===== src/hdl/dsbf_pkg.sv =====
// shared types and constants for the back-to-front depth sorter
package dsbf_pkg;

   localparam int MAX_OBJECTS_DEF = 64;
   localparam int TAG_W           = 16;
   localparam int COORD_W         = 24;
   localparam int PROD_W          = 2 * COORD_W;
   localparam int KEY_W           = 50;
   localparam int CSR_ADDR_W      = 4;
   localparam int CSR_DATA_W      = 32;
   localparam int QUEUE_DEPTH     = 4;
   localparam int QUEUE_PTR_W     = 2;
   localparam int QUEUE_CNT_W     = QUEUE_PTR_W + 1;
   localparam int REQ_DATA_W      = TAG_W + 3 * COORD_W;
   localparam int RSP_DATA_W      = ((TAG_W + KEY_W + 7) / 8) * 8;

   // register index, taken from paddr word address
   typedef enum logic [1:0] {
      CSR_CAMERA_X = 2'd0,
      CSR_CAMERA_Y = 2'd1,
      CSR_CAMERA_Z = 2'd2
   } csr_reg_type;

   typedef struct packed {
      logic signed [COORD_W-1:0] x;
      logic signed [COORD_W-1:0] y;
      logic signed [COORD_W-1:0] z;
   } camera_type;

   typedef struct packed {
      logic [TAG_W-1:0] tag;
      logic [KEY_W-1:0] key;
      logic             last;
   } sort_item_type;

   typedef struct packed {
      logic          push;
      sort_item_type item;
   } queue_write_type;

   typedef struct packed {
      logic          valid;
      sort_item_type item;
   } queue_head_type;

   typedef enum logic {
      BACK_LOAD = 1'b0,
      BACK_EMIT = 1'b1
   } back_state_type;

endpackage


===== src/hdl/dsbf_front.sv =====
// front end: accepts objects and computes squared distance in two stages
module dsbf_front
   import dsbf_pkg::*;
(
   input  logic                      clock,
   input  logic                      reset,
   input  logic                      in_valid,
   output logic                      in_ready,
   input  logic [TAG_W-1:0]          in_tag,
   input  logic signed [COORD_W-1:0] in_x,
   input  logic signed [COORD_W-1:0] in_y,
   input  logic signed [COORD_W-1:0] in_z,
   input  logic                      in_last,
   input  camera_type                camera,
   input  logic [QUEUE_CNT_W-1:0]    queue_count,
   output queue_write_type           queue_wr
);

   logic                   accept;
   logic signed [COORD_W:0] dx, dy, dz;

   // stage 1: absolute differences
   logic                   v1_ff, v1_in;
   logic [TAG_W-1:0]       tag1_ff;
   logic                   last1_ff;
   logic [COORD_W-1:0]     ax1_ff, ay1_ff, az1_ff;

   // stage 2: squares
   logic                   v2_ff, v2_in;
   logic [TAG_W-1:0]       tag2_ff;
   logic                   last2_ff;
   logic [PROD_W-1:0]      px2_ff, py2_ff, pz2_ff;

   logic [QUEUE_CNT_W:0]   occupancy;

   function automatic logic [COORD_W-1:0] abs_diff(input logic signed [COORD_W:0] d);
      logic signed [COORD_W:0] m;
      m = d[COORD_W] ? -d : d;
      return m[COORD_W-1:0];
   endfunction

   // items in flight must always find room in the queue
   assign occupancy = {1'b0, queue_count} + (QUEUE_CNT_W+1)'(v1_ff) + (QUEUE_CNT_W+1)'(v2_ff);
   assign in_ready  = occupancy < (QUEUE_CNT_W+1)'(QUEUE_DEPTH);
   assign accept    = in_valid & in_ready;

   assign dx = {in_x[COORD_W-1], in_x} - {camera.x[COORD_W-1], camera.x};
   assign dy = {in_y[COORD_W-1], in_y} - {camera.y[COORD_W-1], camera.y};
   assign dz = {in_z[COORD_W-1], in_z} - {camera.z[COORD_W-1], camera.z};

   assign v1_in = accept;
   assign v2_in = v1_ff;

   always_ff @(posedge clock) begin
      if (reset) begin
         v1_ff <= 1'b0;
         v2_ff <= 1'b0;
      end else begin
         v1_ff <= v1_in;
         v2_ff <= v2_in;
      end
   end

   always_ff @(posedge clock) begin
      tag1_ff  <= in_tag;
      last1_ff <= in_last;
      ax1_ff   <= abs_diff(dx);
      ay1_ff   <= abs_diff(dy);
      az1_ff   <= abs_diff(dz);
      tag2_ff  <= tag1_ff;
      last2_ff <= last1_ff;
      px2_ff   <= ax1_ff * ax1_ff;
      py2_ff   <= ay1_ff * ay1_ff;
      pz2_ff   <= az1_ff * az1_ff;
   end

   always_comb begin
      queue_wr.push      = v2_ff;
      queue_wr.item.tag  = tag2_ff;
      queue_wr.item.last = last2_ff;
      queue_wr.item.key  = KEY_W'(px2_ff) + KEY_W'(py2_ff) + KEY_W'(pz2_ff);
   end

endmodule


===== config.mk =====
export PLATFORM = sky130hd
export DESIGN_NAME = dsbf_front
export DESIGN_NICKNAME = d
export VERILOG_FILES = /design/src/hdl/dsbf_pkg.sv /design/src/hdl/dsbf_front.sv
export SDC_FILE = /design/constraint.sdc
export NUM_CORES = 2
export LEC_CHECK = 0
export BUFFER_PORTS_ARGS = -buffer_cell sky130_fd_sc_hd__clkbuf_2
export CAP_MARGIN = 10
export CORE_UTILIZATION = 50
export DETAILED_ROUTE_END_ITERATION = 8
export GPL_TIMING_DRIVEN = 0
export MAX_ROUTING_LAYER = met4
export PLACE_DENSITY = 0.77
export SYNTH_ARGS = -nofsm -noshare
export SYNTH_HDL_FRONTEND = slang
export SYNTH_SLANG_ARGS = --single-unit

===== constraint.sdc =====
create_clock -name clock -period 8 [get_ports clock]
set_input_delay 0.8 -clock clock [delete_from_list [all_inputs] [get_ports clock]]
set_output_delay 0.8 -clock clock [all_outputs]
set_load 0.01 [all_outputs]

After elaboration in Yosys (flattened, before gate mapping)
Index checks and enable logic that the tools add are counted.
{"block": "totals", "in_bits": 167, "elab_cells": 30, "mem_count": 0, "rom_bits": 0, "reg_bits": 252, "ramBits": 0, "latchBits": 0, "out_inout_bits": 69}
{"block": "op_classes", "div_mod_pow": 0, "n_reduce_logical": 0, "addsub": 10, "n_lt_le_gt_ge": 1, "mux": 3, "multipliers": 3, "shifts": 0, "bitwise_logic": 1, "n_eq_ne": 0}
{"operator": "$mul A24 B24 Y48", "n": 3}
{"operator": "$sub A24 B24 Y25", "n": 3}
{"operator": "$mux W24", "n": 3}
{"operator": "$neg A24 Y24", "n": 3}
{"operator": "$add A49 B48 Y50", "n": 1}
{"operator": "$add A48 B48 Y49", "n": 1}
{"operator": "$add A3 B1 Y4", "n": 1}
{"operator": "$add A4 B1 Y4", "n": 1}
{"operator": "$lt A4 B3 Y1 const B", "n": 1}
{"operator": "$and A1 B1 Y1", "n": 1}

Longest topological paths before layout
{"block": "logic_depth", "depth_word": 4, "mapped_depth": 29, "ltp_nobuf": 28}

Worst setup path after synthesis
Ideal clock, no wire load.
{"block": "synth_path", "path_kind": "register -> register", "startpoint": "reg ax1_ff[18]", "endpoint": "reg px2_ff[46]", "arrival_time_ps": 7243, "period_less_slack_ps": 7369, "setup_ps": 127, "t_required_ps": 7873, "setup_slack_ps": 631, "path_stages_with_launch": 29, "n_path_buf": 3, "path_cell_list": "dfxtp_1 -> clkbuf_1 -> clkbuf_1 -> nand2_1 -> fa_1 -> inv_1 -> fa_1 -> inv_1 -> fa_1 -> fa_1 -> inv_1 -> fa_1 -> fa_1 -> inv_1 -> fa_1 -> inv_1 -> ha_1 -> clkbuf_1 -> a21oi_1 -> nor2b_1 -> o21ai_0 -> nand2b_1 -> a311oi_1 -> o21ai_0 -> a2111oi_1 -> o31ai_1 -> a311oi_1 -> o21ai_0 -> xor2_1"}
{"block": "synth_via", "elab_chain_cells": 1}
{"item": "from (decl)", "line": "dsbf_front.sv:26", "source": "logic [COORD_W-1:0] ax1_ff, ay1_ff, az1_ff;"}
{"item": "from (signal assigned)", "line": "dsbf_front.sv:67", "source": "ax1_ff <= abs_diff(dx);"}
{"item": "$mul A24 B24 Y48", "line": "dsbf_front.sv:72", "source": "px2_ff <= ax1_ff * ax1_ff;"}
{"item": "to (signal assigned)", "line": "dsbf_front.sv:72"}
{"item": "to (decl)", "line": "dsbf_front.sv:32", "source": "logic [PROD_W-1:0] px2_ff, py2_ff, pz2_ff;"}
Every way passes these cells.
A chain may end at the register's enable or synchronous reset.

Worst setup path in the final report
{"block": "layout_path", "startpoint": "reg az1_ff[0]", "endpoint": "reg pz2_ff[34]"}
{"block": "layout_via", "elab_chain_cells": 1}
{"item": "from (decl)", "line": "dsbf_front.sv:26"}
{"item": "from (signal assigned)", "line": "dsbf_front.sv:69", "source": "az1_ff <= abs_diff(dz);"}
{"item": "$mul A24 B24 Y48", "line": "dsbf_front.sv:74", "source": "pz2_ff <= az1_ff * az1_ff;"}
{"item": "to (signal assigned)", "line": "dsbf_front.sv:74"}
{"item": "to (decl)", "line": "dsbf_front.sv:32"}
Every way passes these cells.

==> flow_summary.toml <==
[synth]
synth-seq-area-share_pct = 8.017
ys_dominant_reg_cell = "sky130_fd_sc_hd__dfxtp_1"
area_fraction_in_and_or_nand_and_nor_cells_after_synthesis_pct = 11.11
unique_masters_post_synth = 86
postSynthAreaPerCell_sq_um = 9.123
synthMuxAreaShare_pct = 0.2032
synthArstFlopShare_pct = 0
synth-edff-count = 0
syn_area_sq_mm = 0.06218
synth-adder-area-share_pct = 55.51
fraction_of_the_mapped_netlist_area_in_compound_gates_pct = 7.878
post_synth_xor_area_fraction_pct = 4.648
synth_seq_cells = 249
combinational_family_with_the_most_area_after_synthesis = "adder cells"
synthesis.instances = 6816
synth.yosys.warnings = 0

[drt]
avgRoutedWirePerCell_microns = 18.14
routed_wirelength_microns = 159000
drcViolationCount = 0
drt_pass1_iterations = 6
post_drt_via_cell_ratio = 5.311
drtIter0Drc = 3389
detailroute.via_count = 46577
detail-route-antenna-nets = 0

[outcome]
run_status = "finished clean"

[global_routing]
globalRouteOverflowTotal = 0
grt_usage_pct = 26.72
number_of_global_route_vias_before_repair = 49643
grt_start_max_net_pins = 14
initial_antenna_violation_count = 4
first_pass_grt_wire_length_microns = 257100

[worst_hold_path]
hold_class = "in2reg"

[worst_setup_path]
crit_top_cell = "sky130_fd_sc_hd__fa_1"
worst_ep_required_time_ns = 8.48
critical_path.slowest_cell = "sky130_fd_sc_hd__fa_1"
worst-endpoint-arrival_ns = 8.29
critPathKind = "reg2reg"
cp-start-kind = "register"
cpPeakStageDelay_ns = 0.57
timing.critical_path.to_type = "register"
crit_fanout = 10

[cells_and_area]
mostFrequentLayoutCell = "sky130_fd_sc_hd__inv_1"
area_growth_syn_to_layout_pct = 8.467
final_net_count = 9240
finalNonFillerCells = 8770
layout-drive-gt1-share_pct = 8.024
layout_common_cells = "sky130_fd_sc_hd__inv_1 (1900), sky130_fd_sc_hd__fa_1 (1316), sky130_fd_sc_hd__ha_1 (648)"
utilization_pct = 54.62

[floorplan]
floorplan.die_area_sq_mm = 0.1258
die-width_microns = 354.7
die_height_microns = 354.7
core-area_sq_mm = 0.1235
pin_count = 236
placement_rows = 129
initial_core_util_pct = 50.36

[clock_network]
cts.root.buffer_cell = "sky130_fd_sc_hd__clkbuf_16"
clock_tree.buffer_depth = 3
cts.clk_slew.worst_paths_ns = 0.07
clkSinkCount = 249
cts.htree.levels = 2
hold_buffers = 0
cts_made_buffers = 34
clkLatencyLatePin_ns = 0.61
tritoncts = "done"

[sta]
fin_skew_ns = 0.03987
layout_worst_path_cycle_share_pct = 97.64
max-slew-margin-rel_pct = 39.24
final_period_demand_of_the_worst_path_ns = 7.811
setup_violations = 0
report.final.slew_viol_count = 0
max_clock_freq_ghz = 0.1280
worst-slew-pin-transition_ns = 0.9037
final_hold_viol_count = 0

[placed_design]
port-buffer-count = 235
hpwlAfterDp_microns = 134900
finalWeightedCongestion = 0.9985
post_place_cells = 8690

[run]
max_cap_viol_count = 0
## synth_stat cells (38+ instances only)
cell                       count  area [sq um]
sky130_fd_sc_hd__xor2_1      105         919.6
sky130_fd_sc_hd__a21oi_1     264          1321
sky130_fd_sc_hd__nor2_1      177         664.4
sky130_fd_sc_hd__nand2_1     566          2125
sky130_fd_sc_hd__nor2b_1      52         325.3
sky130_fd_sc_hd__dfxtp_1     249          4985
sky130_fd_sc_hd__fa_1       1316         26350
sky130_fd_sc_hd__nor3_1       38         190.2
sky130_fd_sc_hd__nand3_1      49         245.2
sky130_fd_sc_hd__ha_1        653          8170
sky130_fd_sc_hd__o21ai_0     127         635.6
sky130_fd_sc_hd__a21o_1      146          1096
sky130_fd_sc_hd__xnor2_1     225          1971
sky130_fd_sc_hd__nand2b_1     38         237.7
sky130_fd_sc_hd__clkbuf_1    174         653.1
sky130_fd_sc_hd__inv_1      1900          7132
sky130_fd_sc_hd__and2_1      344          2152
## layout make-up
cell class	instances	area [sq um]
antenna	4	10.01
buffer	183	1149
clock buffer	40	903.4
clock inverter	21	217.7
fill	10746	56030
inverter	1900	7132
multi-input combinational	4485	49620
sequential	249	5059
tap	1637	2048
timing repair buffer	251	1309
## per-stage QoR
step	setup WS, ns	area [sq um]	TNS (ns)	hold slack [ns]
after floorplan	0.6309	62190	0	0.3096
after global placement	-1.194	65410	-21.31	0.3100
after detailed placement	-1.212	65410	-24.70	0.3121
after CTS	0.001287	66920	0	0.2555
after global routing	-0.03069	67440	-0.06776	0.2756
final	0.1890	67450	0	0.2928
## metal layers
layer / share of wire, % / routed length (microns) / global-route usage [%] / vias to the layer above
met1: 40 / 63530 / 33.64 / 23185
met5: 0 / 0 / - / -
met3: 8.8 / 13980 / 4.740 / 412
met2: 47 / 74210 / 42.67 / 1954
met4: 4.6 / 7330 / 10.71 / 0
li1: - / - / - / 21026
## worst paths after layout
path | from | end | slack (ns) | depth (start not counted)
worst min-delay path | in_tag[10] | tag1_ff[10] | 0.29 | 1
worst max register to register | az1_ff[0] | pz2_ff[34] | 0.19 | 26
worst min register to register | tag1_ff[12] | tag2_ff[12] | 0.32 | 0
worst max-delay path | az1_ff[0] | pz2_ff[34] | 0.19 | 26
## sequential cells by signal, indices dropped and copies added (netlist names)
signal and flops:
py2_ff 47, tag1_ff 16, ax1_ff 24, az1_ff 24, v2_ff 1, pz2_ff 47
last2_ff 1, last1_ff 1, ay1_ff 24, tag2_ff 16, px2_ff 47, v1_ff 1
## worst max-delay path, delay by kind of cell (launching register included)
kind            cells  cell delay, ns
simple gates        5            0.94
flops               1            0.49
buf+inv             6            0.71
fa+ha+maj           8            4.06
xor+xnor            1            0.19
compound gates      6            1.34
## kinds of logic (layout without fill, tap and decap cells)
logic type | Yosys count | count (layout)
AO/OA/AOI/OAI | 769 | 769
XOR/XNOR | 330 | 330
adder cells (fa/ha/maj) | 1969 | 1969
buffers and inverters | 2084 | 2395
flip-flops | 249 | 249
multiplexers | 12 | 12
other | 1 | 7
AND/OR/NAND/NOR | 1402 | 1402
## what timing repair did
action                                  CTS  global route
gates cloned                              0             0
setup buffers                             2            14
resized for setup                       190           253
pin swaps                                 4            15
endpoints found under the setup margin   50            33
Power is left out: the tool's default activity adds up to more than one toggle a clock period on the data nets, which glitch-free logic cannot reach.
