[src/hdl/dsbf_pkg.sv]
// shared types and constants for the back-to-front depth sorter
package dsbf_pkg;

   localparam int MAX_OBJECTS_DEF = 64;
   localparam int TAG_W           = 16;
   localparam int COORD_W         = 24;
   localparam int PROD_W          = 2 * COORD_W;
   localparam int KEY_W           = 50;
   localparam int CSR_ADDR_W      = 4;
   localparam int CSR_DATA_W      = 32;
   localparam int QUEUE_DEPTH     = 4;
   localparam int QUEUE_PTR_W     = 2;
   localparam int QUEUE_CNT_W     = QUEUE_PTR_W + 1;
   localparam int REQ_DATA_W      = TAG_W + 3 * COORD_W;
   localparam int RSP_DATA_W      = ((TAG_W + KEY_W + 7) / 8) * 8;

   // register index, taken from paddr word address
   typedef enum logic [1:0] {
      CSR_CAMERA_X = 2'd0,
      CSR_CAMERA_Y = 2'd1,
      CSR_CAMERA_Z = 2'd2
   } csr_reg_type;

   typedef struct packed {
      logic signed [COORD_W-1:0] x;
      logic signed [COORD_W-1:0] y;
      logic signed [COORD_W-1:0] z;
   } camera_type;

   typedef struct packed {
      logic [TAG_W-1:0] tag;
      logic [KEY_W-1:0] key;
      logic             last;
   } sort_item_type;

   typedef struct packed {
      logic          push;
      sort_item_type item;
   } queue_write_type;

   typedef struct packed {
      logic          valid;
      sort_item_type item;
   } queue_head_type;

   typedef enum logic {
      BACK_LOAD = 1'b0,
      BACK_EMIT = 1'b1
   } back_state_type;

endpackage

[src/hdl/dsbf_csr.sv]
// camera position registers behind the apb-style configuration port
module dsbf_csr
   import dsbf_pkg::*;
(
   input  logic                  clock,
   input  logic                  reset,
   input  logic                  csr_psel,
   input  logic                  csr_penable,
   input  logic                  csr_pwrite,
   input  logic [CSR_ADDR_W-1:0] csr_paddr,
   input  logic [CSR_DATA_W-1:0] csr_pwdata,
   output logic [CSR_DATA_W-1:0] csr_prdata,
   output logic                  csr_pready,
   output camera_type            camera
);

   camera_type  camera_ff, camera_in;
   csr_reg_type sel;
   logic        wr_en;

   assign sel        = csr_reg_type'(csr_paddr[3:2]);
   assign csr_pready = 1'b1;
   assign wr_en      = csr_psel & csr_penable & csr_pwrite & csr_pready;

   always_comb begin
      camera_in  = camera_ff;
      csr_prdata = '0;
      unique case (sel)
         CSR_CAMERA_X: begin
            csr_prdata = {{(CSR_DATA_W-COORD_W){1'b0}}, camera_ff.x};
            if (wr_en) camera_in.x = csr_pwdata[COORD_W-1:0];
         end
         CSR_CAMERA_Y: begin
            csr_prdata = {{(CSR_DATA_W-COORD_W){1'b0}}, camera_ff.y};
            if (wr_en) camera_in.y = csr_pwdata[COORD_W-1:0];
         end
         CSR_CAMERA_Z: begin
            csr_prdata = {{(CSR_DATA_W-COORD_W){1'b0}}, camera_ff.z};
            if (wr_en) camera_in.z = csr_pwdata[COORD_W-1:0];
         end
         default: csr_prdata = '0;
      endcase
   end

   always_ff @(posedge clock) begin
      if (reset) begin
         camera_ff <= '0;
      end else begin
         camera_ff <= camera_in;
      end
   end

   assign camera = camera_ff;

endmodule

[config.mk]
export PLATFORM = sky130hd
export DESIGN_NAME = dsbf_csr
export DESIGN_NICKNAME = d
export VERILOG_FILES = /design/src/hdl/dsbf_pkg.sv /design/src/hdl/dsbf_csr.sv
export SDC_FILE = /design/constraint.sdc
export NUM_CORES = 1
export LEC_CHECK = 0
export BUFFER_PORTS_ARGS = -buffer_cell sky130_fd_sc_hd__buf_2
export CAP_MARGIN = 20
export CORE_MARGIN = 2
export CORE_UTILIZATION = 45
export CTS_BUF_LIST = sky130_fd_sc_hd__clkbuf_4 sky130_fd_sc_hd__clkbuf_8
export DETAILED_ROUTE_END_ITERATION = 10
export PLACE_DENSITY_LB_ADDON = 0.08
export SYNTH_ARGS = -nofsm -noshare
export SYNTH_HDL_FRONTEND = slang
export SYNTH_SLANG_ARGS = --single-unit
[constraint.sdc]
create_clock -name clock -period 1 [get_ports clock]
set_input_delay 0 -clock clock [delete_from_list [all_inputs] [get_ports clock]]
set_output_delay 0 -clock clock [all_outputs]
set_load 0.01 [all_outputs]
Yosys cells after proc, flatten, opt, wreduce, memory -nomap -nowiden

Cells that the tools add are included.

Output and inout port bits: 105
Bits in latches: 0
Memories: 0
Memory bits (read-only): 0
Bits in writable memories: 0
Flip-flop bits (word level): 72
Logic and storage cells: 12
Bits of input ports: 41

Reduce and logical (&&, ||, !) cells: 4
Multiplexer cells: 1
Order comparisons: 0
Bitwise operators: 2
Add/sub/neg operators: 0
Div/mod/pow operators: 0
$mul: 0
Equality and inequality tests: 2
Shift operators: 0

Operators by type and width:

| kind                 | count |
|---|---|
| $pmux W24 S3         | 1 |
| $reduce_and A2 Y1    | 3 |
| $and A1 B1 Y1        | 2 |
| $eq A2 B1 Y1 const B | 1 |
| $eq A2 B2 Y1 const B | 1 |
| $logic_not A2 Y1     | 1 |

Longest topological paths before layout

Gate-level depths: netlist (run 1).

Depth after elaboration: 3
Depth in mapped cells: 5
Gate-level depth less buffers: 3

Worst setup path after synthesis (run 1)

Ideal clock, no wire load.

Path type: input to register
Start point: in csr_paddr[3]
End point: reg camera_ff (netlist bit camera[52])
Arrival time: 0.991 ns
Library setup time: 0.072 ns
Stages: 4
Required time: 0.928 ns
Path slack: -0.062 ns
Path buffers: 2
Cells stage by stage: buf_2 > nor3_2 > buf_6 > mux2i_1

Cells in the longest elaborated chain, start to end: 2

Ends and longest elaborated chain:

| element                            | line           | text |
|---|---|---|
| start: declaration                 | dsbf_csr.sv:10 | `input logic [CSR_ADDR_W-1:0] csr_paddr,` |
| $logic_not A2 Y1                   | dsbf_csr.sv:28 | `unique case (sel)` |
| $reduce_and A2 Y1 (no source line) | n/a            |  |
| end signal: assignment             | dsbf_csr.sv:49 | `camera_ff <= camera_in;` |
| end: declaration                   | dsbf_csr.sv:17 | `camera_type camera_ff, camera_in;` |

No other way between the ends.
A chain may end at the register's enable or synchronous reset.

Worst setup path in the final report (run 1)

Start point: reg camera_ff (netlist bit camera[41])
End point: out csr_prdata[17]

Cells in the longest elaborated chain, start to end: 1

Ends and longest elaborated chain:

| element          | line           | text |
|---|---|---|
| $pmux W24 S3     | dsbf_csr.sv:28 |  |
| end: declaration | dsbf_csr.sv:12 | `output logic [CSR_DATA_W-1:0] csr_prdata,` |

No other way between the ends.

==> metrics, run 1 <==
Largest register FFs 72; Gate Count Post-Synth 356; Clock Latency Late Sink around 0.34 ns; max-cap check violation count 0; Seq/Total Area, Yosys between 40% and 50%; Row Count 32; crit path DAT roughly 1.1 ns; Inserted Diodes 0; synthesis warning total 0; Area contributors post-synth dfxtp_1 (41%), mux2i_1 (28%), nand2b_1 (17%), o21ai_0 (3.4%), nand2_1 (2.6%); Initial Util a little under half; ys flop type dfxtp_1; Placed Area roughly 4300 um2; Mapped Avg Cell Area a little under 10 um2; io pins approximately 150; cell area after synthesis between 3000 and 4000 um2; Final Skew 0 ns; ANT nets after route 0; vias per cell approximately 4.7; DR vias roughly 3k; clock slew at reported path FFs 0.08 ns; grt ovf 0; Slew Limit Fails 0; Global Route Usage Sum a little under a quarter; library cells used by synthesis 17; Final Setup Violations 19; CTS tree done; DRT Wirelength approximately 9500 um; crit-path max FO 2; VDD IR-drop max a little over 0.8 mV; Clock Sinks 72; core area between 7000 and 8000 um2; worst slack at placement -0.0345 ns; Final nets between 500 and 600; DRT Pass-1 Iters 4; share of cells above drive strength 1 a little under half; Clock Tree Root clkbuf_8; design area a little over 5000 um2; Lkg Pwr 2.70 nW; final worst setup slack -0.0689 ns; Detailed Route Iter0 Violations 82; Crit. End Element output pin; clock buffer depth 2; CP Data Required Time 1.00 ns; PwrDens around 1200 nW/um2; asr flop ratio synth 0%; H-tree levels 3; Final Wtd Congestion roughly 0.74; Seq cells post-synth just over 70; Die ar. 8460 um2; Area Growth Syn to Fin 47.3%; Fill cells 634; number of enable flip-flop cells after synthesis 0; initial antenna violation count 0; drt drc 0; fin util approximately two thirds; Final TNS setup -0.417 ns; hpwl dp approximately 6000 um; Port Buf Inserts ~130; f_max just over 900 MHz; worst min-delay path category in -> reg; RSZ-0062 raised after global routing yes; status finished, violations left; number of global-route vias before repair between 3k and 4k; Final period util 107%; cts bufs inserted 9; Die Y between 90 and 100 um; Tmin final about 1.1 ns; top post-synthesis cells by count mux2i_1 (96), nand2b_1 (96), dfxtp_1 (72); Setup CP Type reg -> out; die outline width 92.0 um; CP Launch Type register; Yosys top cell area share roughly two fifths; first-pass GRT wire length between 15000 and 20000 um; final hold vios 0; failing checks setup timing; largest net degree at the start of global routing 60; WL/cell roughly 14 um; most area-hungry cell type in the Yosys netlist dfxtp_1
-- stage by stage --
stage | total power [mW] | hold WS (ns) | cells
final | 5.97 | 0.168 | 655
after global routing | 6.21 | 0.182 | 655
after CTS | 6.03 | 0.165 | 654
after detailed placement | 3.58 | 0.322 | 578
after global placement | 3.57 | 0.314 | 578
after floorplan | 3.35 | 0.198 | 363
-- critical path: stages (launching register included) --
cell,delay [ns]
dfxtp_2,0.33
mux2i_1,0.16
o21ai_1,0.09
buf_2,0.14
-- final cells by class --
class                   count  area [um2]  share of cell area (%)
clock inverters             5        56.3                    1.10
clock buffers              11         145                    2.83
repair buffers            209        1410                    27.6
multi-input cells         256        1880                    36.7
well taps                 102         128                    2.49
flip-flops and latches     72        1510                    29.4
-- placed cells by master (no fill, tap or decap) --
cell type	count
nand2b_1	96
bufinv_16	1
nand3_2	1
nor3b_2	1
buf_2	126
nor3_4	1
nand2_1	24
o21ai_1	24
conb_1	9
dfxtp_1	20
nor2b_2	1
dfxtp_2	52
or3_1	1
mux2i_1	96
buf_12	8
nand4_2	1
dlygate4sd3_1	24
clkbuf_8	10
clkinv_2	2
clkinv_4	1
buf_4	51
clkinvlp_4	1
clkbuf_4	1
or3b_1	1
-- metal layers --
metal	up-vias	part of all wire (%)	GRT usage [%]
met4	0	1.3	7.84
li1	1551	-	-
met2	82	50	40.7
met1	1451	44	27.3
met5	-	0	0
met3	8	3.9	3.53
-- final timing paths --
kind | startpoint | endpoint | slack [ns] | cells past startpoint
worst min-delay path | reset | camera[41] | 0.17 | 4
worst max register to register | camera[31] | camera[31] | 0.28 | 3
worst max-delay path | camera[41] | csr_prdata[17] | -0.07 | 3
worst min register to register | camera[57] | camera[57] | 0.48 | 2
-- what timing repair did --
action / 4_1_cts / 5_1_grt
endpoints found under the hold margin: 70 / 0
buffers inserted: 36 / 1
endpoints found under the setup margin: 24 / 24
pin swaps: 5 / 7
gates resized for setup: 73 / 3
gates cloned: 0 / 0
hold buffers: 24 / 0
-- power by group --
part	switching (mW)	total, mW	internal (mW)
clock network	1.11	2.36	1.24
logic	0.320	0.683	0.364
registers	0.0255	2.93	2.91
total	1.46	5.97	4.51
-- cell families (layout without fill, tap and decap cells) --
| kind of cell | Yosys count | count (layout) | share of synthesized area (%) |
|---|---|---|---|
| AO/OA/AOI/OAI | 24 | 24 | 3.45 |
| buffers and inverters | 35 | 225 | 5.78 |
| flip-flops | 72 | 72 | 41.4 |
| multiplexers | 96 | 96 | 27.6 |
| other | 2 | 9 | 0.216 |
| AND/OR/NAND/NOR | 127 | 127 | 21.6 |
Power figures use the tool's default switching activity.
==> run 2, diff against run 1 <==
--- a/config.mk
+++ b/config.mk
@@ -7,8 +7,10 @@
 export LEC_CHECK = 0
 export BUFFER_PORTS_ARGS = -buffer_cell sky130_fd_sc_hd__buf_2
 export CAP_MARGIN = 20
+export CELL_PAD_IN_SITES_DETAIL_PLACEMENT = 1
+export CELL_PAD_IN_SITES_GLOBAL_PLACEMENT = 2
 export CORE_MARGIN = 2
-export CORE_UTILIZATION = 45
+export CORE_UTILIZATION = 26
 export CTS_BUF_LIST = sky130_fd_sc_hd__clkbuf_4 sky130_fd_sc_hd__clkbuf_8
 export DETAILED_ROUTE_END_ITERATION = 10
 export PLACE_DENSITY_LB_ADDON = 0.08
==> metrics, run 2 (synthesized netlist as in run 1, its figures left out) <==
io pins 146 (unchanged); CP Launch Type register; Final nets 593 (+0.68%); crit-path max FO 2 (unchanged); final worst setup slack -0.126 ns (-0.0566 ns); Final Wtd Congestion 0.694 (-6.5%); critical-path cell list mux2i_1 -> o21ai_1 -> buf_2; Largest register FFs 72 (unchanged); clock slew at reported path FFs 0.08 ns (about the same); worst slack at placement -0.0752 ns (-0.0406 ns); DRT Wirelength 11100 um (+17%); Clock Tree Root clkbuf_8; hpwl dp 7570 um (+25%); Initial Util 26.5% (-19 points); crit path DAT 1.13 ns (+0.06 ns); first-pass GRT wire length 17700 um (+17%); share of cells above drive strength 1 47.3% (+0.64 points); Slew Limit Fails 0 (unchanged); Inserted Diodes 0 (unchanged); Tmin final 1.13 ns (+0.0566 ns); Clock Latency Late Sink 0.35 ns (about the same); final hold vios 0 (unchanged); f_max 888 MHz (-5.0%); number of global-route vias before repair 3327 (+7.3%); clock buffer depth 2 (unchanged); Lkg Pwr 2.70 nW (about the same); core area 13100 um2 (+73%); Final period util 113% (+5.7 points); Port Buf Inserts 126 (unchanged); Row Count 42 (+31%); die outline width 120 um (+30%); cts bufs inserted 9 (unchanged); max-cap check violation count 0 (unchanged); H-tree levels 3 (unchanged); Cell Count, Final, Fillers Out 730 (+11%); CP Data Required Time 1.00 ns (about the same); most common cell after layout, fill and taps aside buf_2; PwrDens 1100 nW/um2 (-5.6%); drt drc 0 (unchanged); commonest non-fill, non-tap cells in the layout buf_2 (126), mux2i_1 (96), nand2b_1 (96); Final Skew 0 ns (unchanged); Area Growth Syn to Fin 49.5%; dpl cells 655 (+13%); ANT nets after route 0 (unchanged); VDD IR-drop max 0.437 mV (-46%); design area 5210 um2 (+1.5%); worst min-delay path category in -> reg; RSZ-0062 raised after global routing yes; WL/cell 15.1 um (+4.7%); crit path max-delay cell type dfxtp_2; Final Setup Violations 19 (unchanged); status finished, violations left; Setup CP Type reg -> out; Die Y 120 um (+30%); Critical Path Max Stage Delay 0.33 ns (about the same); Die ar. 14300 um2 (+69%); DRT Pass-1 Iters 7 (+3); DR vias 3151 (+1.9%); Placed Area 4450 um2 (+2.4%); grt ovf 0 (unchanged); vias per cell 4.32 (-8.6%); Clock Sinks 72 (unchanged); Crit. End Element output pin; initial antenna violation count 0 (unchanged); failing checks setup timing; CTS tree done; Global Route Usage Sum 15.9% (-6.8 points); largest net degree at the start of global routing 53 (-12%); Detailed Route Iter0 Violations 113 (+38%)
==> run 2: worst paths after layout <==
check | slack [ns] | start | cells after the start | endpoint
setup / recovery | -0.13 | camera[35] | 3 | csr_prdata[11]
hold / removal | 0.16 | csr_penable | 4 | camera[19]
setup reg to reg | 0.28 | camera[47] | 3 | camera[47]
hold reg to reg | 0.48 | camera[50] | 2 | camera[50]
==> run 2: timing repair <==
action                                 4_1_cts  5_1_grt
pin swaps                                    4        4
hold buffers                                24        0
setup buffers                               36        2
endpoints found under the hold margin       70        0
gates resized for setup                     73        6
setup endpoints to repair                   24       24
==> run 2: routing by layer <==
metal  routed length [um]  share of wire (%)  vias up  track usage (%)
met5                    0                  0        -                0
met4                  140                1.3        0             5.51
met3                  484                4.4        8             3.04
li1                     -                  -     1549                -
met1                 5240                 47     1517             21.2
met2                 5200                 47       77             25.6
==> run 2: cell type report <==
class,instances,area (um2)
well taps,176,220
flip-flops and latches,72,1510
repair buffers,213,1430
multi-input cells,256,1880
clock buffers,12,159
clock inverters,1,5.00
fillers,1561,7930
==> run 2: report_power, final <==
group	internal (mW)	leakage, nW	switching (mW)
clock network	1.02	0.0876	1.07
registers	2.91	0.609	0.0261
logic	0.363	2.00	0.331
total	4.29	2.70	1.43
==> run 2: through the flow <==
| step | util (%) | setup TNS, ns | hold WS (ns) | power [mW] |
|---|---|---|---|---|
| final | 39.6 | -0.451 | 0.162 | 5.72 |
| after global routing | 39.6 | -2.14 | 0.163 | 6.00 |
| after CTS | 39.5 | -1.06 | 0.145 | 5.81 |
| after detailed placement | 33.9 | -2.09 | 0.327 | 3.59 |
| after global placement | 33.9 | -1.29 | 0.316 | 3.59 |
| after floorplan | - | 0 | 0.198 | 3.35 |
==> run 2: worst max-delay path: cells and delay by family (launching register included) <==
family / cells / cell delay [ns]
AO/OA/AOI/OAI: 1 / 0.21
buffers and inverters: 1 / 0.18
flip-flops: 1 / 0.33
multiplexers: 1 / 0.06
