## src/hdl/dsbf_pkg.sv

```systemverilog
// shared types and constants for the back-to-front depth sorter
package dsbf_pkg;

   localparam int MAX_OBJECTS_DEF = 64;
   localparam int TAG_W           = 16;
   localparam int COORD_W         = 24;
   localparam int PROD_W          = 2 * COORD_W;
   localparam int KEY_W           = 50;
   localparam int CSR_ADDR_W      = 4;
   localparam int CSR_DATA_W      = 32;
   localparam int QUEUE_DEPTH     = 4;
   localparam int QUEUE_PTR_W     = 2;
   localparam int QUEUE_CNT_W     = QUEUE_PTR_W + 1;
   localparam int REQ_DATA_W      = TAG_W + 3 * COORD_W;
   localparam int RSP_DATA_W      = ((TAG_W + KEY_W + 7) / 8) * 8;

   // register index, taken from paddr word address
   typedef enum logic [1:0] {
      CSR_CAMERA_X = 2'd0,
      CSR_CAMERA_Y = 2'd1,
      CSR_CAMERA_Z = 2'd2
   } csr_reg_type;

   typedef struct packed {
      logic signed [COORD_W-1:0] x;
      logic signed [COORD_W-1:0] y;
      logic signed [COORD_W-1:0] z;
   } camera_type;

   typedef struct packed {
      logic [TAG_W-1:0] tag;
      logic [KEY_W-1:0] key;
      logic             last;
   } sort_item_type;

   typedef struct packed {
      logic          push;
      sort_item_type item;
   } queue_write_type;

   typedef struct packed {
      logic          valid;
      sort_item_type item;
   } queue_head_type;

   typedef enum logic {
      BACK_LOAD = 1'b0,
      BACK_EMIT = 1'b1
   } back_state_type;

endpackage

```

## src/hdl/dsbf_queue.sv

```systemverilog
// short fifo between the distance front end and the sorter
module dsbf_queue
   import dsbf_pkg::*;
(
   input  logic                   clock,
   input  logic                   reset,
   input  queue_write_type        queue_wr,
   input  logic                   pop,
   output queue_head_type         head,
   output logic [QUEUE_CNT_W-1:0] count
);

   sort_item_type          entry_ff [QUEUE_DEPTH];
   logic [QUEUE_PTR_W-1:0] wr_ptr_ff, wr_ptr_in;
   logic [QUEUE_PTR_W-1:0] rd_ptr_ff, rd_ptr_in;
   logic [QUEUE_CNT_W-1:0] count_ff, count_in;
   logic                   do_pop;

   assign do_pop = pop & (count_ff != '0);

   always_comb begin
      wr_ptr_in = wr_ptr_ff;
      rd_ptr_in = rd_ptr_ff;
      count_in  = count_ff;
      if (queue_wr.push) wr_ptr_in = wr_ptr_ff + 1'b1;
      if (do_pop)        rd_ptr_in = rd_ptr_ff + 1'b1;
      if (queue_wr.push && !do_pop)      count_in = count_ff + 1'b1;
      else if (!queue_wr.push && do_pop) count_in = count_ff - 1'b1;
   end

   always_ff @(posedge clock) begin
      if (reset) begin
         wr_ptr_ff <= '0;
         rd_ptr_ff <= '0;
         count_ff  <= '0;
      end else begin
         wr_ptr_ff <= wr_ptr_in;
         rd_ptr_ff <= rd_ptr_in;
         count_ff  <= count_in;
      end
   end

   always_ff @(posedge clock) begin
      if (queue_wr.push) entry_ff[wr_ptr_ff] <= queue_wr.item;
   end

   assign head.valid = count_ff != '0;
   assign head.item  = entry_ff[rd_ptr_ff];
   assign count      = count_ff;

endmodule

```

## config.mk

```make
export PLATFORM = sky130hd
export DESIGN_NAME = dsbf_queue
export DESIGN_NICKNAME = d
export VERILOG_FILES = /design/src/hdl/dsbf_pkg.sv /design/src/hdl/dsbf_queue.sv
export SDC_FILE = /design/constraint.sdc
export NUM_CORES = 1
export LEC_CHECK = 0
export ABC_AREA = 1
export BUFFER_PORTS_ARGS = -buffer_cell sky130_fd_sc_hd__buf_4
export CAP_MARGIN = 30
export CORE_UTILIZATION = 57
export DETAILED_ROUTE_END_ITERATION = 7
export GPL_TIMING_DRIVEN = 0
export PLACE_DENSITY_LB_ADDON = 0.05
export SKIP_CTS_REPAIR_TIMING = 1
export SLEW_MARGIN = 10
export SYNTH_ARGS = -nofsm -noshare
export SYNTH_HDL_FRONTEND = slang
export SYNTH_SLANG_ARGS = --single-unit
```

## constraint.sdc

```tcl
create_clock -name clock -period 3.1 [get_ports clock]
set_input_delay 0.62 -clock clock [delete_from_list [all_inputs] [get_ports clock]]
set_output_delay 0.62 -clock clock [all_outputs]
set_load 0.01 [all_outputs]
```

**After elaboration in Yosys (flattened, before gate mapping)**

Memory sizes are Yosys's and may differ from the RTL's. A register that Yosys moved wholly into a read port is not among the register bits.
Cells that the tools add are included.

- Register bits: 7
- RAM bits: 268
- Bits of input ports: 71
- Memories: 1

Memory list:

| name | words | bits a word | rd ports | clocked after Yosys merged registers in | wr ports | RTL line | source |
|---|---|---|---|---|---|---|---|
| entry_ff | 4 | 67 | 1 | 1 | 1 | dsbf_queue.sv:13 | `sort_item_type entry_ff [QUEUE_DEPTH];` |

- Add/sub/neg operators: 4
- Muxes and demuxes: 6
- Bitwise operators: 1
- Reductions and logical operators: 6

Operators by type and width:

| operator | count |
|---|---|
| 2-to-1 mux 3 bit | 2 |
| adder 2 x 1 -> 2 bit, second input constant | 2 |
| 2-to-1 mux 2 bit | 2 |
| adder 3 x 1 -> 3 bit, second input constant | 1 |
| nonzero test 3 bit | 1 |
| subtractor 3 x 1 -> 3 bit, second input constant | 1 |
| logical AND 1 bit | 2 |
| logical NOT 1 bit | 2 |
| 2-to-1 mux 1 bit | 2 |
| nonzero test 2 bit | 1 |
| bitwise AND 1 bit | 1 |

**Logic depth before layout (Yosys ltp)**

Gate-level depths: netlist of the first run.

- Depth in word-level cells: 5
- Gate-level depth with buffers: 12
- Depth with buffers taken out: 12

**Worst setup path after synthesis of the first run**

Ideal clock, no wire load.

- Kind: input to register
- Start point: in queue_wr[67] (netlist name)
- End point: mem entry_ff[2][0] (netlist name), enable pin
- Library setup time: 0.421 ns
- Arrival time: 1.956 ns
- Data required time: 2.679 ns
- Slack: 0.723 ns
- Stages on the path: 2
- Buffers on the path: 0
- Path through: nand2_1 > inv_1

- Longest elaborated chain between the ends: 2

Ends and longest elaborated chain:

| item | RTL line | source |
|---|---|---|
| start, declared | dsbf_queue.sv:7 | `input queue_write_type queue_wr,` |
| 2-to-1 mux 1 bit | dsbf_queue.sv:44 | `if (queue_wr.push) entry_ff[wr_ptr_ff] <= queue_wr.item;` |
| 2-to-1 mux 1 bit (not written as such) | dsbf_queue.sv:44 |  |
| end, declared | dsbf_queue.sv:13 |  |

Every way passes these cells.

==> summary.md, run 1 <==
| Metric | Value |
|---|---|
| Gr usage total | `0.241` |
| Register area | `0.00823 mm²` |
| VDD IR max | `0.000547 V` |
| Most common flop cell mapped by yosys | `edfxtp_1` |
| Total grt overflow | `0` |
| #FFs+latches synth | `277` |
| Multi-input gate area | `0.00182 mm²` |
| Final Hold Violating Endpoints | `0` |
| Crit-path max cell delay | `0.42 ns` |
| Yosys warns | `0` |
| Cell count of the worst reg-to-reg path | `12` |
| Antenna violations before repair | `1` |
| Core Area | `0.0179 mm²` |
| HPWL after DPL | `13600 µm` |
| Worst Hold Class | `input pin to register` |
| F_max | `376 MHz` |
| Slowest CP cell | `clkbuf_1` |
| FILL cells | `1170` |
| Layout cells sized above 1 | `0.244` |
| Sequential fraction of the synthesis area | `0.791` |
| DRC | `0` |
| CTS tree | `done` |
| DP Area | `0.0118 mm²` |
| Placer Congestion | `0.774` |
| Routed len/inst | `20.0 µm` |
| Power density over the cells | `790 mW/mm²` |
| Max_cap viols | `0` |
| Reg-to-reg slack, setup | `1.22 ns` |
| Critical-path cell list | `inv_2 > clkbuf_1 > o21ai_0 > o22ai_1 > buf_4` |
| Syn-to-layout area delta | `22.3%` |
| Clock Latency Late Sink | `0.52 ns` |
| Worst reg2reg startpoint | `count[0]` |
| Critical path capture point type | `primary output` |
| Tcrit/Tclk final | `0.858` |
| Kind of critical path | `register to primary output` |
| Hold depth | `2` |
| Nets | `961` |
| Die H | `137 µm` |
| Synth top area share | `0.774` |
| Final worst slack | `0.441 ns` |
| Placed Cells | `1084` |
| WP data required | `2.48 ns` |
| Critical R2R Capture | `count[2]` |
| Root buffer cell | `clkbuf_16` |
| Vias | `6517` |
| DIE AREA | `0.0188 mm²` |
| Distinct cells, synth | `21` |
| Number of buffers added on ports | `141` |
| DRT Pass-1 Iters | `5` |
| Avg Inst Size Synth | `14.6 µm²` |
| Hold Path Sink | `count[0]` |
| Worst Setup Start Kind | `register` |
| Placement Setup Slack | `0.968 ns` |
| Initial core utilization | `0.581` |
| Slew headroom | `0.634` |
| Clk buf depth | `3` |
| Initial DRC count | `435` |
| Final Instance Count excl. Fillers | `1133` |
| Post-DRT Antenna Nets | `0` |
| Final instance area | `0.0127 mm²` |
| Setup TNS | `0 ns` |
| Status | `completed` |
| Largest net degree at the start of global routing | `51` |
| Leakage | `0.00457 µW` |
| Die W | `137 µm` |
| Routed wire length | `22700 µm` |
| Tmin final | `2.66 ns` |
| Largest fanout on the critical path | `10` |
| RSZ-0062 raised after global routing | `no` |
| Cell taking the most area after synthesis | `edfxtp_1` |
| Clock skew | `0.0103 ns` |
| Number of flops mapped to enable cells by yosys | `268` |
| Min-delay src | `reset` |
| Clock sink count | `277` |
| Num ports | `142` |
| Synth top area cells | `edfxtp_1, o21ai_0, nor2_1, o22ai_1, dfxtp_1` |
| Slew Limit Fails | `0` |
| Vias per std cell | `5.75` |
| Final setup violation count | `0` |
| Clock buffer count from CTS | `27` |
| Mapped cell area | `0.0104 mm²` |
| Total nets after synthesis | `787` |
| Clk slew on worst S/H paths | `0.07 ns` |
| Rows | `49` |
| Number of H-tree levels | `1` |
| Vias in the first global route | `6513` |
| Global-route wire length before repair | `33400 µm` |
| Worst-Margin Slew | `0.549 ns` |
| Post-Syn Instances | `710` |
| Crit path DAT | `2.04 ns` |
| Ys async rst share | `0` |
-- where the power goes --
group | total (µW) | switching, µW | internal (µW) | leakage (µW)
Clock | 3200 | 1280 | 1920 | 0.000424
Combinational | 2490 | 1470 | 1010 | 0.00161
Sequential | 4360 | 63.5 | 4300 | 0.00254
-- routing by layer --
metal,part of all wire,global-route usage
met1,0.39,0.295
met2,0.52,0.426
met3,0.076,0.0507
met4,0.016,0.0794
met5,0,0
-- kinds of logic after synthesis --
group | synth area share
flops | 0.791
compound gates | 0.109
simple gates | 0.0574
buf+inv | 0.0337
fa+ha+maj | 0.00794
xor+xnor | 0.000843
-- cell type report --
cell class                      count  area share
Sequential cell                   277       0.647
Multi-Input combinational cell    374       0.143
Timing Repair Buffer              145      0.0901
Clock buffer                       31      0.0543
Tap cell                          229      0.0225
Buffer                             43      0.0224
Clock inverter                     17      0.0145
Inverter                           16     0.00590
Antenna cell                        1    0.000197
-- cells in the mapped netlist, types with 7 or more instances --
master	number
o21ai_0	134
buf_2	14
nand2_1	15
clkbuf_2	7
inv_1	14
buf_6	10
dfxtp_1	9
clkbuf_1	8
nor2_1	140
o22ai_1	67
edfxtp_1	268
-- worst max-delay path by stage --
stage                  from         endpoint  cells after the start
3_3_place_gp   queue_wr[67]  entry_ff[3][42]                      3
6_report           register          head[6]                      5
2_1_floorplan  queue_wr[67]   entry_ff[2][0]                      2
3_5_place_dp       register          head[4]                      4
4_1_cts            register          head[6]                      5
5_1_grt            register          head[6]                      5
-- sequential cells by signal, indices dropped and copies added (netlist names), named ones only --
register   flops
rd_ptr_ff      2
count          3
wr_ptr_ff      2
entry_ff     268
-- placed cells by master, fill, tap and decap left out --
cell type and count:
buf_8 1, clkbuf_2 7, diode_2 1, dfxtp_1 9, nand2_1 15, bufinv_16 4, o21ai_0 134, xor2_1 1
inv_2 1, buf_6 10, o22ai_1 67, buf_16 1, nand3_1 3, o21ai_1 3, clkinv_8 1, buf_12 3
edfxtp_1 268, clkinv_2 2, clkbuf_4 3, a21oi_1 5, clkbuf_16 27, buf_2 14, inv_1 10, clkbuf_1 12
clkinv_1 10, nor2_1 140, buf_4 141, ha_1 5, fa_1 1, inv_6 1, inv_4 4
-- worst max-delay path, delay by kind of cell, from the launching register on --
family | cells | cell delay [ns]
compound gates | 2 | 0.45
buf+inv | 3 | 0.70
flops | 1 | 0.37
-- through the flow --
stage,hold WS (ns),total power (µW),utilization
2_1_floorplan,0.459,5730,-
3_3_place_gp,0.482,6850,0.656
3_5_place_dp,0.529,6940,0.661
4_1_cts,0.282,10100,0.710
5_1_grt,0.284,10400,0.710
6_report,0.295,10000,0.710
Power figures use the tool's default switching activity.
==> run 2: changes to the inputs <==
- CORE_UTILIZATION: 57 -> 45
==> summary.md, run 2 (synthesis results as in run 1) <==
| Metric | Value |
|---|---|
| Status | `completed` |
| Slew Limit Fails | `0` |
| Antenna violations before repair | `0` |
| F_max | `362 MHz` |
| Tmin final | `2.76 ns` |
| Clock Latency Late Sink | `0.53 ns` |
| Util after Layout | `0.567` |
| Top layer in use | `met4` |
| Cell count of the worst reg-to-reg path | `8` |
| Core Area | `0.0226 mm²` |
| Max_cap viols | `0` |
| Clk buf depth | `3` |
| Final setup violation count | `0` |
| Slowest CP cell | `clkbuf_1` |
| Wl on met1 | `9930 µm` |
| Rows | `55` |
| WP data required | `2.48 ns` |
| Gr usage total | `0.201` |
| Routed wl met2 | `12200 µm` |
| Number of H-tree levels | `1` |
| Final Hold Violating Endpoints | `0` |
| CP delay by family, top | `buffers and inverters` |
| Power share of the sequential group | `0.431` |
| Worst Hold Class | `input pin to register` |
| Die H | `154 µm` |
| Critical-path cell list | `inv_2 > clkbuf_1 > o21ai_0 > o22ai_1 > buf_4` |
| Worst-Margin Slew | `0.551 ns` |
| DIE AREA | `0.0237 mm²` |
| CP bufs+invs | `3` |
| RSZ-0062 raised after global routing | `no` |
| DR WL met3 | `1280 µm` |
| Layout cells sized above 1 | `0.246` |
| DRT Pass-1 Iters | `6` |
| Number of buffers added on ports | `141` |
| VDD IR max | `0.000503 V` |
| Final instance area | `0.0128 mm²` |
| Placer Congestion | `0.732` |
| Root buffer cell | `clkbuf_16` |
| Vias | `6393` |
| Vias in the first global route | `6494` |
| Crit path DAT | `2.14 ns` |
| FILL cells | `1830` |
| Total grt overflow | `0` |
| Nets | `962` |
| Clock buffer count from CTS | `28` |
| Cell Int Power | `7270 µW` |
| HPWL after DPL | `14400 µm` |
| Most frequent cells in the layout | `edfxtp_1, buf_4, nor2_1` |
| Vias per std cell | `5.36` |
| Sw Share | `0.282` |
| Routed wire length | `23800 µm` |
| Post-DRT Antenna Nets | `0` |
| Critical R2R Capture | `count[1]` |
| CTS tree | `done` |
| Setup TNS | `0 ns` |
| Num ports | `142` |
| Diodes inserted | `0` |
| Critical path capture point type | `primary output` |
| Largest Register | `entry_ff` |
| Combinational Power Share | `0.248` |
| Global-route wire length before repair | `35800 µm` |
| Worst Setup Start Kind | `register` |
| Leakage | `0.00459 µW` |
| Crit-path max cell delay | `0.44 ns` |
| Slew headroom | `0.633` |
| Syn-to-layout area delta | `23.4%` |
| Die W | `154 µm` |
| Initial core utilization | `0.459` |
| Largest fanout on the critical path | `10` |
| Largest net degree at the start of global routing | `45` |
| DRC | `0` |
| Reg-to-reg slack, setup | `1.31 ns` |
| Clk slew on worst S/H paths | `0.06 ns` |
| Final worst slack | `0.341 ns` |
| Clock skew | `0.00783 ns` |
| Routed len/inst | `20.0 µm` |
| Placement Setup Slack | `0.893 ns` |
| Power density over the cells | `789 mW/mm²` |
| Clock share of power | `0.321` |
| Tcrit/Tclk final | `0.890` |
| Hold depth | `1` |
| Net Switching | `2850 µW` |
| Min-delay src | `queue_wr[20]` |
| Kind of critical path | `register to primary output` |
| DP Area | `0.0119 mm²` |
| Worst reg2reg startpoint | `count[0]` |
| Initial DRC count | `416` |
| Clock sink count | `277` |
| Hold Path Sink | `entry_ff[0][20]` |
| Most common cell after layout, fill and taps aside | `edfxtp_1` |
| Largest register FFs | `268` |
-- run 2: how the worst max path moves through the flow --
stage	to	slack (ns)	cells past startpoint
2_1_floorplan	entry_ff[2][0]	0.72	2
3_3_place_gp	entry_ff[3][33]	-0.59	3
3_5_place_dp	head[4]	0.89	5
4_1_cts	head[4]	0.32	5
5_1_grt	head[10]	0.25	5
6_report	head[5]	0.34	5
-- run 2: power by group through the flow --
stage                     Combinational [µW]  Clock (µW)  Sequential [µW]
after global routing                    2740        3460             4380
final                                   2510        3250             4360
after detailed placement                2540           0             4440
after floorplan                         1290           0             4440
after CTS                               2550        3310             4360
after global placement                  2460           0             4450
-- run 2: worst register-to-register path: stages, from the launching register on --
cell     delay (ns)
dfxtp_1        0.42
nor2_1         0.06
nand2_1        0.12
nand2_1        0.12
ha_1           0.22
inv_1          0.09
fa_1           0.42
o21ai_0        0.17
nor2_1         0.06
-- run 2: through the flow --
step	hold WS [ns]	power (µW)	instances
2_1_floorplan	0.459	5730	710
3_3_place_gp	0.484	6910	1136
3_5_place_dp	0.523	6980	1140
4_1_cts	0.266	10200	1192
5_1_grt	0.265	10600	1192
6_report	0.283	10100	1192
-- run 2: layout make-up --
class                      instances  area [µm²]  share of cell area
sequential                       277        8230               0.641
multi-input combinational        374        1820               0.142
timing repair buffer             145        1170              0.0911
clock buffer                      38         759              0.0592
tap                              285         357              0.0278
buffer                            43         285              0.0222
clock inverter                    14         138              0.0107
inverter                          16        75.1             0.00585
-- run 2: per-layer routing --
layer  vias to the layer above  GRT usage
li1                       3012          -
met1                      3189      0.251
met2                       159      0.359
met3                        33     0.0375
met4                         0     0.0529
met5                         -          0
==> run 3: changes to the inputs <==
- PLACE_DENSITY: not set -> 0.68
- PLACE_DENSITY_LB_ADDON: 0.05 -> not set
==> summary.md, run 3 (synthesis results as in run 1) <==
| Metric | Value |
|---|---|
| Worst hold slack | `0.291 ns` |
| Tcrit/Tclk final | `0.867` |
| Number of buffers added on ports | `141` |
| Num ports | `142` |
| Clock Latency Late Sink | `0.52 ns` |
| Clk slew on worst S/H paths | `0.06 ns` |
| Worst Setup Start Kind | `register` |
| Top layer in use | `met4` |
| Nets | `961` |
| Reg-to-reg slack, setup | `1.32 ns` |
| Wl on met1 | `9270 µm` |
| Post-DRT Antenna Nets | `0` |
| Worst Hold Class | `input pin to register` |
| DIE AREA | `0.0237 mm²` |
| Diodes inserted | `0` |
| Clock sink count | `277` |
| Critical path capture point type | `primary output` |
| FILL cells | `1824` |
| Power density over the cells | `770 mW/mm²` |
| Die W | `154 µm` |
| Setup TNS | `0 ns` |
| Largest Register | `entry_ff` |
| Gr usage total | `0.184` |
| Global-route wire length before repair | `32900 µm` |
| Power share of the sequential group | `0.445` |
| Clock skew | `0.0127 ns` |
| Layout cells sized above 1 | `0.243` |
| Vias in the first global route | `6092` |
| Hold depth | `2` |
| CTS tree | `done` |
| Cell Int Power | `7010 µW` |
| Status | `completed` |
| Leakage | `0.00454 µW` |
| Sw Share | `0.284` |
| Routed len/inst | `18.6 µm` |
| Routed wl met2 | `10800 µm` |
| Cell count of the worst reg-to-reg path | `12` |
| Clock share of power | `0.303` |
| Combinational Power Share | `0.252` |
| Initial core utilization | `0.459` |
| RSZ-0062 raised after global routing | `no` |
| Placed Cells | `1140` |
| Initial DRC count | `364` |
| Worst reg2reg startpoint | `count[0]` |
| F_max | `372 MHz` |
| Antenna violations before repair | `0` |
| WP data required | `2.48 ns` |
| DRC | `0` |
| Final Hold Violating Endpoints | `0` |
| Vias | `6279` |
| Total power | `9790 µW` |
| Worst-Margin Slew | `0.507 ns` |
| Total grt overflow | `0` |
| Number of H-tree levels | `1` |
| Syn-to-layout area delta | `22.4%` |
| Placer Congestion | `0.734` |
| Die H | `154 µm` |
| Final Instance Count excl. Fillers | `1187` |
| Crit path DAT | `2.07 ns` |
| Most frequent cells in the layout | `edfxtp_1, buf_4, nor2_1` |
| Clock buffer count from CTS | `27` |
| DR WL met3 | `1650 µm` |
| Slowest CP cell | `clkbuf_1` |
| Largest register FFs | `268` |
| Largest fanout on the critical path | `10` |
| Net Switching | `2780 µW` |
| Largest net degree at the start of global routing | `48` |
| Tmin final | `2.69 ns` |
| VDD IR max | `0.000496 V` |
| Routed wire length | `22000 µm` |
| Max_cap viols | `0` |
| Core Area | `0.0226 mm²` |
| Crit-path max cell delay | `0.40 ns` |
| HPWL after DPL | `13100 µm` |
| Final setup violation count | `0` |
| Kind of critical path | `register to primary output` |
| Clk buf depth | `3` |
| Critical R2R Capture | `count[2]` |
| Min-delay src | `reset` |
| Vias per std cell | `5.29` |
| Most common cell after layout, fill and taps aside | `edfxtp_1` |
| DRT Pass-1 Iters | `4` |
| Slew Limit Fails | `0` |
| Hold Path Sink | `rd_ptr_ff[0]` |
| Slew headroom | `0.662` |
| Root buffer cell | `clkbuf_16` |
| Critical-path cell list | `buf_6 > inv_6 > clkbuf_1 > o21ai_0 > o22ai_1 > buf_4` |
| Rows | `55` |
==> run 3: changes by cell type in the layout (fill, tap and decap cells not counted), sizes merged <==
cell / delta
bufinv: -2
clkbuf: -1
clkinv: -2
==> run 3: layout make-up <==
| cell class | count | area (µm²) | area share |
|---|---|---|---|
| timing repair buffer | 145 | 1170 | 0.0918 |
| inverter | 16 | 75.1 | 0.00590 |
| clock inverter | 10 | 68.8 | 0.00541 |
| sequential | 277 | 8230 | 0.647 |
| buffer | 43 | 285 | 0.0224 |
| clock buffer | 37 | 723 | 0.0568 |
| tap | 285 | 357 | 0.0280 |
| multi-input combinational | 374 | 1820 | 0.143 |
==> run 3: worst max-delay path: cells and delay by family, from the launching register on <==
| kind | cells | cell delay, ns |
|---|---|---|
| buffers and inverters | 4 | 0.84 |
| DFF | 1 | 0.31 |
| AOI/OAI and AO/OA | 2 | 0.38 |
==> run 3: layer usage <==
| layer | vias up | global-route usage |
|---|---|---|
| met5 | - | 0 |
| met4 | 0 | 0.0467 |
| met3 | 29 | 0.0378 |
| met2 | 221 | 0.306 |
| met1 | 3018 | 0.247 |
| li1 | 3011 | - |
==> run 3: how the worst max path moves through the flow <==
| stage | end | slack (ns) | cells past startpoint |
|---|---|---|---|
| 3_5_place_dp | head[40] | 0.99 | 6 |
| 4_1_cts | head[40] | 0.43 | 6 |
| 3_3_place_gp | entry_ff[3][28] | -0.47 | 3 |
| 5_1_grt | head[33] | 0.31 | 6 |
| 6_report | head[40] | 0.41 | 6 |
| 2_1_floorplan | entry_ff[2][0] | 0.72 | 2 |
==> run 3: power groups by stage <==
stage	registers (µW)	clock network, µW	logic, µW
2_1_floorplan	4440	0	1290
3_3_place_gp	4450	0	2450
3_5_place_dp	4440	0	2500
4_1_cts	4360	3010	2510
5_1_grt	4370	3160	2710
6_report	4360	2970	2470
==> run 3: stage by stage <==
stage | util | worst slack [ns] | area [µm²]
3_3_place_gp | 0.522 | -0.471 | 11800
2_1_floorplan | - | 0.723 | 10400
5_1_grt | 0.562 | 0.315 | 12700
4_1_cts | 0.562 | 0.427 | 12700
3_5_place_dp | 0.527 | 0.986 | 11900
6_report | 0.562 | 0.413 | 12700
